## config.mk

```make
export PLATFORM = sky130hd
export DESIGN_NAME = sync_length_checksum_deframer
export DESIGN_NICKNAME = d
export VERILOG_FILES = /design/src/design/slcd_pkg.sv /design/src/design/sync_length_checksum_deframer.sv
export SDC_FILE = /design/constraint.sdc
export NUM_CORES = 1
export LEC_CHECK = 0
export ABC_CLOCK_PERIOD_IN_PS = 5160
export BUFFER_PORTS_ARGS = -buffer_cell sky130_fd_sc_hd__buf_4
export CORE_AREA = 4 4 137 73
export DETAILED_ROUTE_END_ITERATION = 10
export DIE_AREA = 0 0 141 77
export PLACE_DENSITY = 0.75
export SYNTH_ARGS = -nofsm -noshare
export SYNTH_HDL_FRONTEND = slang
export SYNTH_SLANG_ARGS = --single-unit
```

## constraint.sdc

```tcl
create_clock -name clk -period 5.16 [get_ports clk]
set_input_delay 0.774 -clock clk [delete_from_list [all_inputs] [get_ports clk]]
set_output_delay 0.774 -clock clk [all_outputs]
set_load 0.02 [all_outputs]
```

## src/design/slcd_pkg.sv

```systemverilog
package slcd_pkg;

    typedef enum logic [2:0] {
        PH_HUNT = 3'd0,
        PH_LEN  = 3'd1,
        PH_SRC  = 3'd2,
        PH_RCV  = 3'd3,
        PH_CMD  = 3'd4,
        PH_DATA = 3'd5,
        PH_CHK  = 3'd6
    } phase_t;

    typedef enum logic [1:0] {
        ST_OK        = 2'd0,
        ST_BAD_SUM   = 2'd1,
        ST_TOO_LONG  = 2'd2,
        ST_TOO_SHORT = 2'd3
    } status_t;

    typedef enum logic {
        CFG_SYNC_BYTE = 1'b0,
        CFG_MAX_FRAME = 1'b1
    } cfg_index_t;

    localparam logic [7:0] SYNC_RESET      = 8'h3B;
    localparam logic [8:0] MAX_FRAME_RESET = 9'd258;
    localparam logic [7:0] MIN_LENGTH      = 8'd3;

endpackage

```

## src/design/sync_length_checksum_deframer.sv

```systemverilog
// channel  direction  handshake          payload
// s        in         s_tvalid/s_tready  s_tdata: rx_byte
// m        out        m_tvalid/m_tready  m_tdata: frame_byte, byte_position; m_tlast; m_tuser
// cfg      in         cfg_we             cfg_index, cfg_data
//
// one word per cycle while the output is not stalled: each received byte is decoded
// in the cycle it is taken; a byte that yields a word lands in the output register.
// a new byte is taken whenever the output register is empty or is being read
// in the same cycle; a stalled output holds its word and stops the input.
// reset (rst_n low, asynchronous) returns the deframer to sync hunting with
// sync byte 0x3b and a 258 byte frame limit.
module sync_length_checksum_deframer
    import slcd_pkg::*;
(
    input  logic        clk,
    input  logic        rst_n,

    input  logic        s_tvalid,
    output logic        s_tready,
    input  logic [7:0]  s_tdata,   // [7:0] rx_byte

    output logic        m_tvalid,
    input  logic        m_tready,
    output logic [23:0] m_tdata,   // [7:0] frame_byte, [16:8] byte_position, [23:17] zero
    output logic        m_tlast,   // last
    output logic [1:0]  m_tuser,   // [1:0] status

    input  logic        cfg_we,
    input  logic        cfg_index,
    input  logic [8:0]  cfg_data
);

    logic [7:0] sync_byte_reg;
    logic [8:0] max_frame_reg;

    phase_t     phase_reg, phase_next;
    logic [7:0] length_reg, length_next;
    logic [8:0] pos_reg, pos_next;
    logic [7:0] sum_reg, sum_next;

    logic       out_valid_reg;
    logic [7:0] out_byte_reg;
    logic [8:0] out_pos_reg;
    logic       out_last_reg;
    status_t    out_status_reg;

    logic       emit;
    logic [8:0] emit_pos;
    logic       emit_last;
    status_t    emit_status;

    logic       accept;
    logic [7:0] b;
    logic [8:0] pos_inc;
    logic [7:0] sum_add;
    logic [7:0] want;
    logic       too_short;
    logic       too_long;
    logic       last_data;

    assign s_tready = !out_valid_reg || m_tready;
    assign accept   = s_tvalid && s_tready;
    assign b        = s_tdata;

    assign pos_inc   = pos_reg + 9'd1;
    assign sum_add   = sum_reg + b;
    assign want      = 8'd0 - sum_reg;
    assign too_short = length_reg < MIN_LENGTH;
    assign too_long  = ({2'b00, length_reg} + 10'd3) > {1'b0, max_frame_reg};
    // last data byte sits at index length + 1
    assign last_data = pos_reg >= ({1'b0, length_reg} + 9'd1);

    // next phase
    always_comb
    begin
        unique case (phase_reg)
            PH_LEN:  phase_next = PH_SRC;
            PH_SRC:  phase_next = PH_RCV;
            PH_RCV:  phase_next = PH_CMD;
            PH_CMD:
            begin
                if (too_short || too_long)
                    phase_next = PH_HUNT;
                else if (length_reg == MIN_LENGTH)
                    phase_next = PH_CHK;
                else
                    phase_next = PH_DATA;
            end
            PH_DATA: phase_next = last_data ? PH_CHK : PH_DATA;
            PH_CHK:  phase_next = PH_HUNT;
            default: phase_next = (b == sync_byte_reg) ? PH_LEN : PH_HUNT;
        endcase
    end

    // result word and datapath updates
    always_comb
    begin
        emit        = 1'b1;
        emit_pos    = pos_reg;
        emit_last   = 1'b0;
        emit_status = ST_OK;
        length_next = length_reg;
        pos_next    = pos_inc;
        sum_next    = sum_add;
        unique case (phase_reg)
            PH_LEN:
            begin
                length_next = b;
                sum_next    = b;
            end
            PH_SRC, PH_RCV, PH_DATA:
            begin
            end
            PH_CMD:
            begin
                if (too_short)
                begin
                    emit_last   = 1'b1;
                    emit_status = ST_TOO_SHORT;
                    pos_next    = 9'd0;
                end
                else if (too_long)
                begin
                    emit_last   = 1'b1;
                    emit_status = ST_TOO_LONG;
                    pos_next    = 9'd0;
                end
            end
            PH_CHK:
            begin
                emit_last   = 1'b1;
                emit_status = (b == want) ? ST_OK : ST_BAD_SUM;
                pos_next    = 9'd0;
                sum_next    = sum_reg;
            end
            default:
            begin
                // hunting, also for the unused phase code
                emit     = (b == sync_byte_reg);
                emit_pos = 9'd0;
                pos_next = emit ? 9'd1 : pos_reg;
                sum_next = emit ? 8'd0 : sum_reg;
            end
        endcase
    end

    always_ff @(posedge clk or negedge rst_n)
    begin
        if (!rst_n)
        begin
            sync_byte_reg <= SYNC_RESET;
            max_frame_reg <= MAX_FRAME_RESET;
        end
        else if (cfg_we)
        begin
            unique case (cfg_index_t'(cfg_index))
                CFG_SYNC_BYTE: sync_byte_reg <= cfg_data[7:0];
                CFG_MAX_FRAME: max_frame_reg <= cfg_data;
                default:       sync_byte_reg <= sync_byte_reg;
            endcase
        end
    end

    always_ff @(posedge clk or negedge rst_n)
    begin
        if (!rst_n)
        begin
            phase_reg  <= PH_HUNT;
            length_reg <= 8'd0;
            pos_reg    <= 9'd0;
            sum_reg    <= 8'd0;
        end
        else if (accept)
        begin
            phase_reg  <= phase_next;
            length_reg <= length_next;
            pos_reg    <= pos_next;
            sum_reg    <= sum_next;
        end
    end

    always_ff @(posedge clk or negedge rst_n)
    begin
        if (!rst_n)
            out_valid_reg <= 1'b0;
        else if (accept)
            out_valid_reg <= emit;
        else if (m_tready)
            out_valid_reg <= 1'b0;
    end

    always_ff @(posedge clk)
    begin
        if (accept && emit)
        begin
            out_byte_reg   <= b;
            out_pos_reg    <= emit_pos;
            out_last_reg   <= emit_last;
            out_status_reg <= emit_status;
        end
    end

    assign m_tvalid = out_valid_reg;
    assign m_tdata  = {7'd0, out_pos_reg, out_byte_reg};
    assign m_tlast  = out_last_reg;
    assign m_tuser  = out_status_reg;

endmodule
```

==> qor.yml <==
floorplan:
  initial_core_util: 0.479
  die_y_um: 77
  core_area_mm2: 0.00865
  die_x_um: 141
  io_pins: 52
  rows: 24
  die_area_mm2: 0.0109
critical_path:
  arrival_ps: 3680
  endpoint_kind: "register"
  worst-r2r-setup-slack_ps: 1720
  crit_fanout: 16
  crit_path_start_kind: "register"
  cp.required_ps: 5400
  crit_type: "reg2reg"
synthesis:
  synth_cell_types: 56
  synthMuxAreaShare: 0.0970
  synth_cells: 385
  ys_ff_latch: 66
  synth_edf_count: 20
  synth-xor-area-share: 0.0698
  synth_area_leaders: "dfrtp_1 24%, edfxtp_1 15%, ha_1 8.8%"
  yosys.area.top_type: "dfrtp_1"
  synth_area_mm2: 0.00414
  ys_warn_count: 0
  ys.flop_type: "dfrtp_1"
  synthSimpleGateAreaFrac: 0.140
  async_flop_share: 0.697
  synth_compound_area_frac: 0.133
  synth_fa_ha_area_frac: 0.0924
  synth_top_family_by_area: "simple AND/OR/NAND/NOR gates"
  syn_area_per_cell_um2: 10.8
  synth_top_area_share: 0.236
  synth_seq_area_share: 0.425
grt:
  first_global_vias: 2887
  grt_usage: 0.169
  grt_overflow_total: 0
  antenna_found_initial: 0
  grt_use_met3: 0.0441
  grtUsageMet2: 0.271
  grt_pass1_wl_um: 14300
  grt_start_max_net_pins: 47
  use_met1: 0.223
  gr-max-usage-layer: "met2"
clock_tree:
  clk_path_buf_depth: 2
  cts_setup_buffers: 0
  cts_buffers: 9
  insertion_delay_ps: 330
  holdBufCountCts: 0
  cts-root-buf: "clkbuf_16"
  cts_max_level: 3
  cts_tree: "built"
  cts_sinks: 66
  path_clk_slew_ps: 50
  cts_resized: 0
detailed_routing:
  drc: 0
  first_iter_violations: 190
  wire_per_inst_um: 15.8
  via_per_inst: 5.48
  firstDrtPassIters: 4
  postRouteAntennaNets: 0
  vias: 3022
  wl_um: 8720
power_and_ir_drop:
  p_switching_mw: 1.10
  peakVddDrop_v: 0.000222
  p_int_mw: 1.64
  p_seq_frac: 0.327
  powerDensity_mw_per_mm2: 569
  swShare: 0.401
  p_clk_frac: 0.208
  finalPower_mw: 2.74
  pwr-share-comb: 0.465
  p_leak_nw: 2.16
worst_hold_path:
  hold_class: "in2async"
job:
  maxCapViolCount: 0
final_layout:
  syn2layout_area_growth_pct: 16.3
  num_antenna_cells: 0
  drive_above_1_share: 0.244
  fin_nets: 482
  final_cell_area_mm2: 0.00482
  fillers: 764
sta:
  maxSlewViolCount: 0
  rsz0062_at_grt: "false"
  worst_slack_ps: 1720
  skew_ps: 5.17
  fin_crit_ps: 3440
  setup_tns_ps: 0
  finalSetupViolations: 0
  fmax_ghz: 0.291
  period_share: 0.667
  hold_viol: 0
  tightest_slew_ps: 1120
  relSlewSlack: 0.255
placement:
  postPlaceCellArea_mm2: 0.00454
  place_congestion: 0.865
  preCtsSetupSlack_ps: 1760
  portBuffers: 44
  dp.final_hpwl_um: 6590
status:
  status: "complete, no violations"
==> worst paths after layout <==
check / from / end / depth (start not counted)
max in group asynchronous: rst_n / pos_reg[8] / 1
min in group clk: max_frame_reg[4] / max_frame_reg[4] / 1
worst min register to register: max_frame_reg[4] / max_frame_reg[4] / 1
worst max register to register: length_reg[2] / pos_reg[7] / 11
worst max-delay path: length_reg[2] / pos_reg[7] / 11
worst min-delay path: rst_n / max_frame_reg[3] / 1
==> synth_stat cells, types with 11 or more instances <==
cell type	instances
mux2_2	25
o21ai_0	13
nand2_1	17
xnor2_1	14
edfxtp_1	20
nand3_1	16
and3_1	11
a21oi_1	13
dfrtp_1	39
nor2_1	16
xor2_1	19
a31oi_1	15
ha_1	29
inv_1	19
==> routing by layer <==
metal / share of wire / up-vias
met5: 0 / -
met1: 0.46 / 1458
met4: 0.015 / 0
li1: - / 1490
met3: 0.058 / 11
met2: 0.47 / 63
==> critical path, cell delays in order, from the launching register on <==
cell and delay (ps):
dfrtp_1 500, and3_1 290, and3_1 230, o21ai_0 120
xnor2_1 150, ha_1 310, and4_1 220, nand3_1 120
and3_1 160, a21boi_1 870, a31oi_1 180, o21ai_0 210
==> power by group through the flow <==
stage / Clock [mW] / Combinational [mW] / Sequential, mW
2_1_floorplan: 0 / 0.981 / 0.880
3_3_place_gp: 0 / 1.25 / 0.899
3_5_place_dp: 0 / 1.28 / 0.905
4_1_cts: 0.582 / 1.29 / 0.896
5_1_grt: 0.607 / 1.43 / 0.924
6_report: 0.570 / 1.28 / 0.898
==> logic make-up (layout without fill, tap and decap cells) <==
kind of cell,Yosys count,after routing
compound gates,80,80
other cells,1,7
simple gates,105,105
fa+ha+maj,30,30
buf+inv,36,79
xor+xnor,33,33
flops,66,66
mux,34,34
==> area by class of cell <==
type,count,area (um^2),share of cell area
Clock buffer,12,258,0.0535
Clock inverter,4,23.8,0.00493
Inverter,19,71.3,0.0148
Multi-Input combinational cell,289,2230,0.462
Sequential cell,66,1760,0.365
Tap cell,117,146,0.0304
Timing Repair Buffer,44,330,0.0686
==> stage by stage <==
step	utilization	cells	hold WS, ps
CTS	0.557	551	464
floorplan	-	391	478
detailed placement	0.525	535	503
finish	0.557	551	441
global route	0.557	551	504
global placement	0.525	535	488
==> placed cells by master (no fill, tap or decap), types with 6 or more instances in the layout <==
cell type	n
ha_1	29
and2_1	7
nand2_1	17
mux2_2	25
inv_1	19
xnor2_1	14
a21o_1	10
mux2_4	6
a31oi_1	15
buf_4	44
and3_1	11
nand3b_1	8
o21ai_0	13
a21oi_1	13
dfstp_2	7
dfrtp_1	39
nand3_1	16
edfxtp_1	20
nor2_1	16
conb_1	7
xor2_1	19
nor3_1	7
clkbuf_16	10
No activity file was read; power rests on OpenSTA's default activity.
